===== config.mk =====
export PLATFORM = sky130hd
export DESIGN_NAME = formula_token_lexer_top
export DESIGN_NICKNAME = d
export VERILOG_FILES = /design/src/hw/rtl/ftlex_pkg.sv /design/src/hw/rtl/formula_token_lexer_top.sv /design/src/hw/rtl/ftlex_core.sv /design/src/hw/rtl/ftlex_fifo.sv
export SDC_FILE = /design/constraint.sdc
export NUM_CORES = 1
export LEC_CHECK = 0
export ABC_AREA = 1
export BUFFER_PORTS_ARGS = -buffer_cell sky130_fd_sc_hd__buf_2
export CORE_MARGIN = 3
export CORE_UTILIZATION = 39
export CTS_CLUSTER_SIZE = 8
export DETAILED_ROUTE_END_ITERATION = 16
export MAX_ROUTING_LAYER = met4
export SYNTH_ARGS = -nofsm -noshare
export SYNTH_HDL_FRONTEND = slang
export SYNTH_HIERARCHICAL = 1
export SYNTH_SLANG_ARGS = --single-unit

===== constraint.sdc =====
create_clock -name clk -period 3.6 [get_ports clk]
set_input_delay 0.72 -clock clk [delete_from_list [all_inputs] [get_ports clk]]
set_output_delay 0.72 -clock clk [all_outputs]
set_load 0.05 [all_outputs]

===== src/hw/rtl/ftlex_pkg.sv =====
`timescale 1ns / 1ps

package ftlex_pkg;

    localparam int CHAR_W      = 8;
    localparam int KIND_W      = 3;
    localparam int TOKEN_VAL_W = 31;
    localparam int COL_W       = 19;
    localparam int OPC_W       = 3;
    localparam int LCOUNT_W    = 4;

    localparam int DEF_MAX_COL_LETTERS = 4;
    localparam int DEF_VALUE_BITS      = 31;

    // Result queue depth; one request may push two tokens.
    localparam int RESULT_DEPTH = 4;

    localparam logic [KIND_W-1:0] KIND_CELL = 3'd0;
    localparam logic [KIND_W-1:0] KIND_INT  = 3'd1;
    localparam logic [KIND_W-1:0] KIND_OPER = 3'd2;
    localparam logic [KIND_W-1:0] KIND_END  = 3'd3;
    localparam logic [KIND_W-1:0] KIND_ERR  = 3'd4;

    localparam logic [OPC_W-1:0] OPC_PLUS  = 3'd0;
    localparam logic [OPC_W-1:0] OPC_MINUS = 3'd1;
    localparam logic [OPC_W-1:0] OPC_TIMES = 3'd2;
    localparam logic [OPC_W-1:0] OPC_DIV   = 3'd3;
    localparam logic [OPC_W-1:0] OPC_OPEN  = 3'd4;
    localparam logic [OPC_W-1:0] OPC_CLOSE = 3'd5;

    typedef struct packed {
        logic [CHAR_W-1:0] char_code;
        logic              restart;
    } char_req_t;

    typedef struct packed {
        logic [KIND_W-1:0]      token_kind;
        logic [TOKEN_VAL_W-1:0] token_value;
        logic [COL_W-1:0]       column_number;
        logic [OPC_W-1:0]       operator_code;
        logic                   last;
    } token_req_t;

    // Tokens produced by one character, in order; count is 0, 1 or 2.
    typedef struct packed {
        logic [1:0] count;
        token_req_t first;
        token_req_t second;
    } token_push_t;

endpackage


===== src/hw/rtl/formula_token_lexer_top.sv =====
`timescale 1ns / 1ps

// Formula lexer: takes one character request per cycle while char_stall is
// low, and returns tokens (integers, cell references, operators, end, error).
// A character is held in an input register and handled by the lexer state
// logic once the queue has room; it pushes zero, one or two tokens into a
// four-entry result queue. The block takes a new character every cycle while
// the queue has room for two tokens; a character that completes two tokens
// pushes both at once. An integer, cell or operator token is emitted when the
// character after it arrives, an end or error token by its own character, and
// last marks the final token caused by one character.
module formula_token_lexer_top #(
    parameter int MAX_COL_LETTERS = ftlex_pkg::DEF_MAX_COL_LETTERS,
    parameter int VALUE_BITS      = ftlex_pkg::DEF_VALUE_BITS
) (
    input  logic                   clk,
    input  logic                   rst_n,
    input  logic                   char_valid,
    output logic                   char_stall,
    input  ftlex_pkg::char_req_t   char_req,
    output logic                   token_valid,
    input  logic                   token_stall,
    output ftlex_pkg::token_req_t  token_req
);

    logic                   hold_valid_reg, hold_valid_next;
    ftlex_pkg::char_req_t   hold_req_reg;
    logic                   room;
    logic                   step;
    logic                   accept;
    ftlex_pkg::token_push_t push;

    assign step       = hold_valid_reg && room;
    assign char_stall = hold_valid_reg && !room;
    assign accept     = char_valid && !char_stall;

    always_comb
    begin
        if (accept)
        begin
            hold_valid_next = 1'b1;
        end
        else if (step)
        begin
            hold_valid_next = 1'b0;
        end
        else
        begin
            hold_valid_next = hold_valid_reg;
        end
    end

    always_ff @(posedge clk or negedge rst_n)
    begin
        if (!rst_n)
        begin
            hold_valid_reg <= 1'b0;
        end
        else
        begin
            hold_valid_reg <= hold_valid_next;
        end
    end

    always_ff @(posedge clk)
    begin
        if (accept)
        begin
            hold_req_reg <= char_req;
        end
    end

    ftlex_core #(
        .MAX_COL_LETTERS (MAX_COL_LETTERS),
        .VALUE_BITS      (VALUE_BITS)
    ) u_core (
        .clk   (clk),
        .rst_n (rst_n),
        .step  (step),
        .req   (hold_req_reg),
        .push  (push)
    );

    ftlex_fifo u_fifo (
        .clk         (clk),
        .rst_n       (rst_n),
        .push        (push),
        .room        (room),
        .token_valid (token_valid),
        .token_stall (token_stall),
        .token_req   (token_req)
    );

endmodule


===== src/hw/rtl/ftlex_core.sv =====
`timescale 1ns / 1ps

module ftlex_core #(
    parameter int MAX_COL_LETTERS = ftlex_pkg::DEF_MAX_COL_LETTERS,
    parameter int VALUE_BITS      = ftlex_pkg::DEF_VALUE_BITS
) (
    input  logic                    clk,
    input  logic                    rst_n,
    input  logic                    step,
    input  ftlex_pkg::char_req_t    req,
    output ftlex_pkg::token_push_t  push
);

    typedef enum logic [2:0] {
        MODE_START,
        MODE_NUMBER,
        MODE_LETTERS,
        MODE_ROW,
        MODE_OPER,
        MODE_DONE
    } mode_t;

    typedef enum logic [2:0] {
        CLS_LETTER,
        CLS_DIGIT,
        CLS_OPER,
        CLS_SPACE,
        CLS_ZERO,
        CLS_OTHER
    } cls_t;

    localparam int COL_W = ftlex_pkg::COL_W;
    localparam int LCW   = ftlex_pkg::LCOUNT_W;

    mode_t                   mode_reg, mode_next;
    logic [VALUE_BITS-1:0]   acc_reg, acc_next;
    logic [COL_W-1:0]        col_reg, col_next;
    logic [LCW-1:0]          cnt_reg, cnt_next;
    logic [ftlex_pkg::OPC_W-1:0] pend_reg, pend_next;

    mode_t                   cur_mode;
    logic [VALUE_BITS-1:0]   cur_acc;
    logic [COL_W-1:0]        cur_col;
    logic [LCW-1:0]          cur_cnt;
    logic [ftlex_pkg::OPC_W-1:0] cur_pend;

    cls_t                    cls;
    logic [ftlex_pkg::OPC_W-1:0] opc;
    logic [3:0]              dval;
    logic [4:0]              lval;
    logic [VALUE_BITS+3:0]   acc_wide;
    logic [VALUE_BITS-1:0]   acc_digit;
    logic [COL_W+5:0]        col_wide;
    logic [COL_W-1:0]        col_letter;
    logic [COL_W-1:0]        col_first;

    // Outcome of handling the character as at the start of a token.
    mode_t                   b_mode;
    logic [VALUE_BITS-1:0]   b_acc;
    logic [COL_W-1:0]        b_col;
    logic [LCW-1:0]          b_cnt;
    logic [ftlex_pkg::OPC_W-1:0] b_pend;
    logic                    b_has_tok;
    ftlex_pkg::token_req_t   b_tok;

    ftlex_pkg::token_req_t   tok_a, tok_b;
    logic [1:0]              tok_n;

    function automatic ftlex_pkg::token_req_t make_tok(
        input logic [ftlex_pkg::KIND_W-1:0] kind,
        input logic [ftlex_pkg::TOKEN_VAL_W-1:0] val,
        input logic [ftlex_pkg::COL_W-1:0] col,
        input logic [ftlex_pkg::OPC_W-1:0] op
    );
        ftlex_pkg::token_req_t t;
        t.token_kind    = kind;
        t.token_value   = val;
        t.column_number = col;
        t.operator_code = op;
        t.last          = 1'b0;
        return t;
    endfunction

    // A restart request sees the lexer in its reset state.
    always_comb
    begin
        if (req.restart)
        begin
            cur_mode = MODE_START;
            cur_acc  = '0;
            cur_col  = '0;
            cur_cnt  = '0;
            cur_pend = '0;
        end
        else
        begin
            cur_mode = mode_reg;
            cur_acc  = acc_reg;
            cur_col  = col_reg;
            cur_cnt  = cnt_reg;
            cur_pend = pend_reg;
        end
    end

    always_comb
    begin
        opc = ftlex_pkg::OPC_PLUS;
        if (req.char_code >= 8'd65 && req.char_code <= 8'd90)
        begin
            cls = CLS_LETTER;
        end
        else if (req.char_code >= 8'd48 && req.char_code <= 8'd57)
        begin
            cls = CLS_DIGIT;
        end
        else
        begin
            unique case (req.char_code)
                8'h2B:
                begin
                    cls = CLS_OPER;
                    opc = ftlex_pkg::OPC_PLUS;
                end
                8'h2D:
                begin
                    cls = CLS_OPER;
                    opc = ftlex_pkg::OPC_MINUS;
                end
                8'h2A:
                begin
                    cls = CLS_OPER;
                    opc = ftlex_pkg::OPC_TIMES;
                end
                8'h2F:
                begin
                    cls = CLS_OPER;
                    opc = ftlex_pkg::OPC_DIV;
                end
                8'h28:
                begin
                    cls = CLS_OPER;
                    opc = ftlex_pkg::OPC_OPEN;
                end
                8'h29:
                begin
                    cls = CLS_OPER;
                    opc = ftlex_pkg::OPC_CLOSE;
                end
                8'h20, 8'h09: cls = CLS_SPACE;
                8'h00:        cls = CLS_ZERO;
                default:      cls = CLS_OTHER;
            endcase
        end
    end

    assign dval = 4'(req.char_code - 8'd48);
    assign lval = 5'(req.char_code - 8'd64);

    // acc * 10 + digit, saturating at the all-ones value.
    assign acc_wide  = {1'b0, cur_acc, 3'b000} + {3'b000, cur_acc, 1'b0}
                     + (VALUE_BITS+4)'(dval);
    assign acc_digit = (acc_wide[VALUE_BITS+3:VALUE_BITS] != 4'd0) ? '1
                     : acc_wide[VALUE_BITS-1:0];

    // col * 26 + letter, saturating at the all-ones value.
    assign col_wide   = {2'b00, cur_col, 4'b0000} + {3'b000, cur_col, 3'b000}
                      + {5'b00000, cur_col, 1'b0} + (COL_W+6)'(lval);
    assign col_letter = (col_wide[COL_W+5:COL_W] != 6'd0) ? '1 : col_wide[COL_W-1:0];
    assign col_first  = COL_W'(lval);

    always_comb
    begin
        b_mode    = cur_mode;
        b_acc     = cur_acc;
        b_col     = cur_col;
        b_cnt     = cur_cnt;
        b_pend    = cur_pend;
        b_has_tok = 1'b0;
        b_tok     = make_tok(ftlex_pkg::KIND_ERR, '0, '0, '0);
        unique case (cls)
            CLS_LETTER:
            begin
                b_col  = col_first;
                b_cnt  = LCW'(1);
                b_acc  = '0;
                b_mode = MODE_LETTERS;
            end
            CLS_DIGIT:
            begin
                b_acc  = VALUE_BITS'(dval);
                b_mode = MODE_NUMBER;
            end
            CLS_OPER:
            begin
                b_pend = opc;
                b_mode = MODE_OPER;
            end
            CLS_SPACE:
            begin
                b_mode = MODE_START;
            end
            CLS_ZERO:
            begin
                b_has_tok = 1'b1;
                b_tok     = make_tok(ftlex_pkg::KIND_END, '0, '0, '0);
                b_mode    = MODE_DONE;
            end
            default:
            begin
                b_has_tok = 1'b1;
                b_mode    = MODE_DONE;
            end
        endcase
    end

    always_comb
    begin
        mode_next = cur_mode;
        acc_next  = cur_acc;
        col_next  = cur_col;
        cnt_next  = cur_cnt;
        pend_next = cur_pend;
        tok_n     = 2'd0;
        tok_a     = b_tok;
        tok_b     = b_tok;
        unique case (cur_mode)
            MODE_START:
            begin
                mode_next = b_mode;
                acc_next  = b_acc;
                col_next  = b_col;
                cnt_next  = b_cnt;
                pend_next = b_pend;
                tok_n     = {1'b0, b_has_tok};
            end
            MODE_NUMBER:
            begin
                if (cls == CLS_DIGIT)
                begin
                    acc_next = acc_digit;
                end
                else
                begin
                    mode_next = b_mode;
                    acc_next  = b_acc;
                    col_next  = b_col;
                    cnt_next  = b_cnt;
                    pend_next = b_pend;
                    tok_a     = make_tok(ftlex_pkg::KIND_INT,
                                         ftlex_pkg::TOKEN_VAL_W'(cur_acc), '0, '0);
                    tok_n     = b_has_tok ? 2'd2 : 2'd1;
                end
            end
            MODE_LETTERS:
            begin
                if (cls == CLS_LETTER && cur_cnt < LCW'(MAX_COL_LETTERS))
                begin
                    col_next = col_letter;
                    cnt_next = cur_cnt + LCW'(1);
                end
                else if (cls == CLS_DIGIT)
                begin
                    acc_next  = VALUE_BITS'(dval);
                    mode_next = MODE_ROW;
                end
                else
                begin
                    tok_a     = make_tok(ftlex_pkg::KIND_ERR, '0, '0, '0);
                    tok_n     = 2'd1;
                    mode_next = MODE_DONE;
                end
            end
            MODE_ROW:
            begin
                if (cls == CLS_DIGIT)
                begin
                    acc_next = acc_digit;
                end
                else if (cls == CLS_OPER || cls == CLS_SPACE || cls == CLS_ZERO)
                begin
                    mode_next = b_mode;
                    acc_next  = b_acc;
                    col_next  = b_col;
                    cnt_next  = b_cnt;
                    pend_next = b_pend;
                    tok_a     = make_tok(ftlex_pkg::KIND_CELL,
                                         ftlex_pkg::TOKEN_VAL_W'(cur_acc), cur_col, '0);
                    tok_n     = b_has_tok ? 2'd2 : 2'd1;
                end
                else
                begin
                    tok_a     = make_tok(ftlex_pkg::KIND_ERR, '0, '0, '0);
                    tok_n     = 2'd1;
                    mode_next = MODE_DONE;
                end
            end
            MODE_OPER:
            begin
                mode_next = b_mode;
                acc_next  = b_acc;
                col_next  = b_col;
                cnt_next  = b_cnt;
                pend_next = b_pend;
                tok_a     = make_tok(ftlex_pkg::KIND_OPER, '0, '0, cur_pend);
                tok_n     = b_has_tok ? 2'd2 : 2'd1;
            end
            default:
            begin
                mode_next = cur_mode;
            end
        endcase
    end

    always_comb
    begin
        push.count  = step ? tok_n : 2'd0;
        push.first  = tok_a;
        push.second = tok_b;
        push.first.last  = (tok_n == 2'd1);
        push.second.last = 1'b1;
    end

    always_ff @(posedge clk or negedge rst_n)
    begin
        if (!rst_n)
        begin
            mode_reg <= MODE_START;
            acc_reg  <= '0;
            col_reg  <= '0;
            cnt_reg  <= '0;
            pend_reg <= '0;
        end
        else if (step)
        begin
            mode_reg <= mode_next;
            acc_reg  <= acc_next;
            col_reg  <= col_next;
            cnt_reg  <= cnt_next;
            pend_reg <= pend_next;
        end
    end

    // Once finished, only a restart brings tokens again.
    assert property (@(posedge clk) disable iff (!rst_n)
        (step && mode_reg == MODE_DONE && !req.restart) |-> (push.count == 2'd0))
        else $error("ftlex_core: token emitted after end or error");

    // While collecting letters the count stays between one and the limit.
    assert property (@(posedge clk) disable iff (!rst_n)
        (mode_reg == MODE_LETTERS) |->
            (cnt_reg != '0 && cnt_reg <= LCW'(MAX_COL_LETTERS)))
        else $error("ftlex_core: letter count out of range");

    // The first of two tokens is always a finished value or operator.
    assert property (@(posedge clk) disable iff (!rst_n)
        (push.count == 2'd2) |->
            (push.first.token_kind == ftlex_pkg::KIND_INT
             || push.first.token_kind == ftlex_pkg::KIND_CELL
             || push.first.token_kind == ftlex_pkg::KIND_OPER))
        else $error("ftlex_core: bad leading token in a pair");

endmodule


===== src/hw/rtl/ftlex_fifo.sv =====
`timescale 1ns / 1ps

module ftlex_fifo (
    input  logic                    clk,
    input  logic                    rst_n,
    input  ftlex_pkg::token_push_t  push,
    output logic                    room,
    output logic                    token_valid,
    input  logic                    token_stall,
    output ftlex_pkg::token_req_t   token_req
);

    localparam int DEPTH = ftlex_pkg::RESULT_DEPTH;
    localparam int PTR_W = $clog2(DEPTH);
    localparam int CNT_W = $clog2(DEPTH + 1);

    ftlex_pkg::token_req_t mem [DEPTH];

    logic [PTR_W-1:0] wr_ptr_reg, wr_ptr_next;
    logic [PTR_W-1:0] rd_ptr_reg, rd_ptr_next;
    logic [CNT_W-1:0] count_reg, count_next;
    logic             pop;
    logic [PTR_W-1:0] wr_ptr_second;

    assign pop           = token_valid && !token_stall;
    assign token_valid   = (count_reg != '0);
    assign token_req     = mem[rd_ptr_reg];
    // Room for a full pair of tokens, independent of this cycle's pop.
    assign room          = (count_reg <= CNT_W'(DEPTH - 2));
    assign wr_ptr_second = wr_ptr_reg + PTR_W'(1);

    always_comb
    begin
        wr_ptr_next = wr_ptr_reg + PTR_W'(push.count);
        rd_ptr_next = rd_ptr_reg + PTR_W'(pop);
        count_next  = count_reg + CNT_W'(push.count) - CNT_W'(pop);
    end

    always_ff @(posedge clk)
    begin
        if (push.count != 2'd0)
        begin
            mem[wr_ptr_reg] <= push.first;
        end
        if (push.count == 2'd2)
        begin
            mem[wr_ptr_second] <= push.second;
        end
    end

    always_ff @(posedge clk or negedge rst_n)
    begin
        if (!rst_n)
        begin
            wr_ptr_reg <= '0;
            rd_ptr_reg <= '0;
            count_reg  <= '0;
        end
        else
        begin
            wr_ptr_reg <= wr_ptr_next;
            rd_ptr_reg <= rd_ptr_next;
            count_reg  <= count_next;
        end
    end

    assert property (@(posedge clk) disable iff (!rst_n)
        count_reg <= CNT_W'(DEPTH))
        else $error("ftlex_fifo: result queue overflow");

    assert property (@(posedge clk) disable iff (!rst_n)
        (push.count != 2'd0) |-> room)
        else $error("ftlex_fifo: push without room");

    assert property (@(posedge clk) disable iff (!rst_n)
        (count_reg == '0) |-> (wr_ptr_reg == rd_ptr_reg))
        else $error("ftlex_fifo: pointers disagree on empty queue");

endmodule

==> summary.md <==
| Metric | Value |
|---|---|
| Status | `finished clean` |
| Cell Rows | `85` |
| Area Growth Syn to Fin | `20.5%` |
| Peak VDD IR | `roughly 400 uV` |
| Post-synthesis sequential area ratio | `40.9%` |
| DRT iter0 DRCs | `about 1.3k` |
| Crit start category | `flop` |
| Synth cell types | `54` |
| DIE HEIGHT | `between 200 and 250 um` |
| Clock transition at the registers of the reported paths | `about 0.050 ns` |
| Synth Warn # | `6` |
| Pins Over Slew Limit | `0` |
| DRC violations left | `0` |
| Max_slew headroom | `34.5%` |
| GR Util All Layers | `slightly above 20%` |
| Post-synthesis simple-gate area fraction | `between 20% and 30%` |
| CP delay by family, top | `simple AND/OR/NAND/NOR gates` |
| Skew-Pair Late Insertion Delay | `around 0.55 ns` |
| First-pass GRT wire length | `~94 mm` |
| EDFF count, synth | `237` |
| Initial Utilization | `39.7%` |
| Final period util | `99.2%` |
| Die ar. | `0.0581 mm^2` |
| Post-DR wirelength/cell | `~16 um` |
| Ys async rst share | `between 20% and 30%` |
| Share of layout cells above drive strength 1 | `20.3%` |
| Total power draw | `around 20 mW` |
| Final core occ | `47.9%` |
| Prevailing post-synth register cell | `edfxtp_1` |
| Critical Path End Type | `flop` |
| Power Dens Cells | `785 mW/mm^2` |
| Final Wtd Congestion | `0.863` |
| Syn Area/Cell | `7.75 um^2` |
| Cell count after synthesis | `between 2k and 3k` |
| Ports | `72` |
| Estimated wirelength of the detail-placed design | `41.0 mm` |
| Slowest CP cell | `fa_2` |
| Dpl ws | `-0.269 ns` |
| Largest net degree at the start of global routing | `95` |
| Crit-path max FO | `6` |
| Critical path data arrival time | `4.00 ns` |
| Ordered list of cells on the worst path | `buf_6 -> inv_8 -> nand2_4 -> xor2_1 -> inv_1 -> ha_2 -> o21bai_4 -> fa_2 -> fa_2 -> buf_4 -> nand3_1 -> nand3_2 -> nand2_2 -> nand2_1 -> nand2_1 -> nand2_1 -> nor2_4 -> nand3_4 -> nor2_4 -> nand2_1 -> nand2_1 -> nand2_1` |
| Worst Path Buf+Inv | `4` |
| Final Hold Viols | `0` |
| Number of flip-flops in the largest register | `228` |
| Compound-cell area share of the yosys netlist | `15.2%` |
| Initial antenna violation count | `5` |
| Root Buffer | `clkbuf_16` |
| Final WL | `60.0 mm` |
| Longest Clk Path Bufs | `3` |
| Vias | `18.7k` |
| Min-delay worst type | `input port to async pin` |
| Synth Area in XOR/XNOR | `1.54%` |
| Clock sink count | `305` |
| Fillers | `5203` |
| Gr ovfl total | `0` |
| CTS tree | `built` |
| Post-synthesis mux area share | `0%` |
| WP data required | `4.03 ns` |
| CP peak stage delay | `between 0.4 and 0.5 ns` |
| Clock period minus worst slack | `3.57 ns` |
| Via density | `5.06` |
| Setup Skew | `0.0150 ns` |
| Detailed Routing Iterations Pass 1 | `5` |
| Max-cap violations | `0` |
| Antenna Nets Post-Route | `0` |
| Worst-Margin Slew | `around 0.98 ns` |
| Synth Register Bits | `305` |
| Hold Buf Count CTS | `0` |
| # port buffers | `71` |
| Post-Syn Area | `0.0215 mm^2` |
| H-tree levels | `2` |
| CP most frequent cell | `nand2_1` |
| Largest family of logic cells by synthesized area | `simple AND/OR/NAND/NOR gates` |
| Core area | `0.0542 mm^2` |
| RSZ-0062 raised after global routing | `yes` |
| Fmax | `280 MHz` |
| Num CTS Buffers | `44` |
| Vias in the first global route | `between 15k and 20k` |
| Finish-stage setup viols | `0` |
| Nets | `between 3k and 4k` |
| LEAKAGE | `11.0 nW` |
| Critical path type | `flop to flop` |
| Final setup margin | `between 0.02 and 0.03 ns` |
| Setup TNS | `0 ns` |
| Die Wd | `241 um` |
| Min Hold Slack | `0.322 ns` |
| Post-synthesis adder-cell area fraction | `8.25%` |
-- cell usage in the layout, fill, tap and decap left out, types with 70 or more instances in the layout --
| cell type | n |
|---|---|
| buf_2 | 70 |
| nor2_1 | 281 |
| nand2_1 | 633 |
| edfxtp_1 | 237 |
| o21ai_0 | 354 |
| buf_4 | 170 |
| a21oi_1 | 102 |
| o21ai_1 | 80 |
| ha_1 | 73 |
| inv_1 | 290 |
-- cell usage after synthesis (all sizes together), types with 2 or more instances --
master,count,area (um^2)
nand2,699,2670
o21ai,441,2210
nor2,342,1380
inv,335,1260
edfxtp,237,7120
a21oi,121,628
buf,121,935
ha,110,1380
dfrtp,68,1700
clkbuf,60,225
nand3,55,295
nor3,30,165
a22oi,24,220
xnor2,21,184
fa,20,400
nand4,17,106
nor4,17,206
xor2,17,149
a31oi,6,37.5
o211ai,5,37.5
o21bai,4,30.0
a31o,3,26.3
and2,3,18.8
nand3b,3,22.5
o32ai,3,26.3
or2,3,18.8
a21o,2,15.0
and3,2,12.5
clkinv,2,7.51
conb,2,7.51
-- stage by stage --
step / instance area [um^2] / cells
2_1_floorplan: 21800 / 2831
3_3_place_gp: 23300 / 3584
3_5_place_dp: 23300 / 3584
4_1_cts: 25100 / 3672
5_1_grt: 26000 / 3694
6_report: 26000 / 3694
-- metal layers --
| layer | share of wire [%] | GRT usage, % | wire length (um) | up-vias |
|---|---|---|---|---|
| li1 | - | - | - | 9395 |
| met1 | 46 | 28.4 | 27900 | 8764 |
| met2 | 46 | 32.3 | 27600 | 450 |
| met3 | 5.4 | 2.73 | 3230 | 85 |
| met4 | 2.3 | 5.92 | 1380 | 0 |
| met5 | 0 | - | 0 | - |
-- worst paths after layout --
path	end	depth (start not counted)	start	slack, ns
setup / recovery	u_core/col_reg[11]$_DFFE_PN0P_	22	hold_req_reg[0]$_DFFE_PP_	0.03
hold / removal	u_core/col_reg[15]$_DFFE_PN0P_	1	rst_n	0.32
setup reg to reg	u_core/col_reg[11]$_DFFE_PN0P_	22	hold_req_reg[0]$_DFFE_PP_	0.03
hold reg to reg	u_core/col_reg[8]$_DFFE_PN0P_	2	u_core/col_reg[8]$_DFFE_PN0P_	0.47
max in group asynchronous	u_fifo/rd_ptr_reg[0]$_DFF_PN0_	1	rst_n	2.54
min in group clk	hold_req_reg[7]$_DFFE_PP_	1	char_req[7]	0.35
-- cells by family (layout without fill, tap and decap cells) --
family | after synthesis | in the layout
compound gates | 615 | 615
flops | 305 | 305
buf+inv | 518 | 679
other cells | 2 | 59
simple gates | 1171 | 1172
xor+xnor | 38 | 38
fa+ha+maj | 130 | 130
-- power breakdown --
| group | internal (mW) | switching (mW) | total (mW) |
|---|---|---|---|
| Sequential | 4.94 | 0.380 | 5.32 |
| Clock | 2.38 | 1.53 | 3.91 |
| Combinational | 3.56 | 7.61 | 11.2 |
-- cell type report --
| cell class | count | area [um^2] | area share [%] |
|---|---|---|---|
| antenna | 5 | 12.5 | 0.0482 |
| clock buffer | 77 | 1270 | 4.88 |
| clock inverter | 2 | 40.0 | 0.154 |
| inverter | 337 | 1280 | 4.95 |
| multi-input combinational | 2009 | 11600 | 44.6 |
| sequential | 305 | 8820 | 34.0 |
| tap | 696 | 871 | 3.35 |
| timing repair buffer | 262 | 2070 | 7.98 |
| timing repair inverter | 1 | 7.51 | 0.0289 |
-- timing repair --
action	4_1_cts	5_1_grt
setup buffers	7	14
gates cloned	2	4
pin swaps	24	72
endpoints found under the setup margin	77	423
gates resized for setup	70	171
No activity file was read; power rests on OpenSTA's default activity.
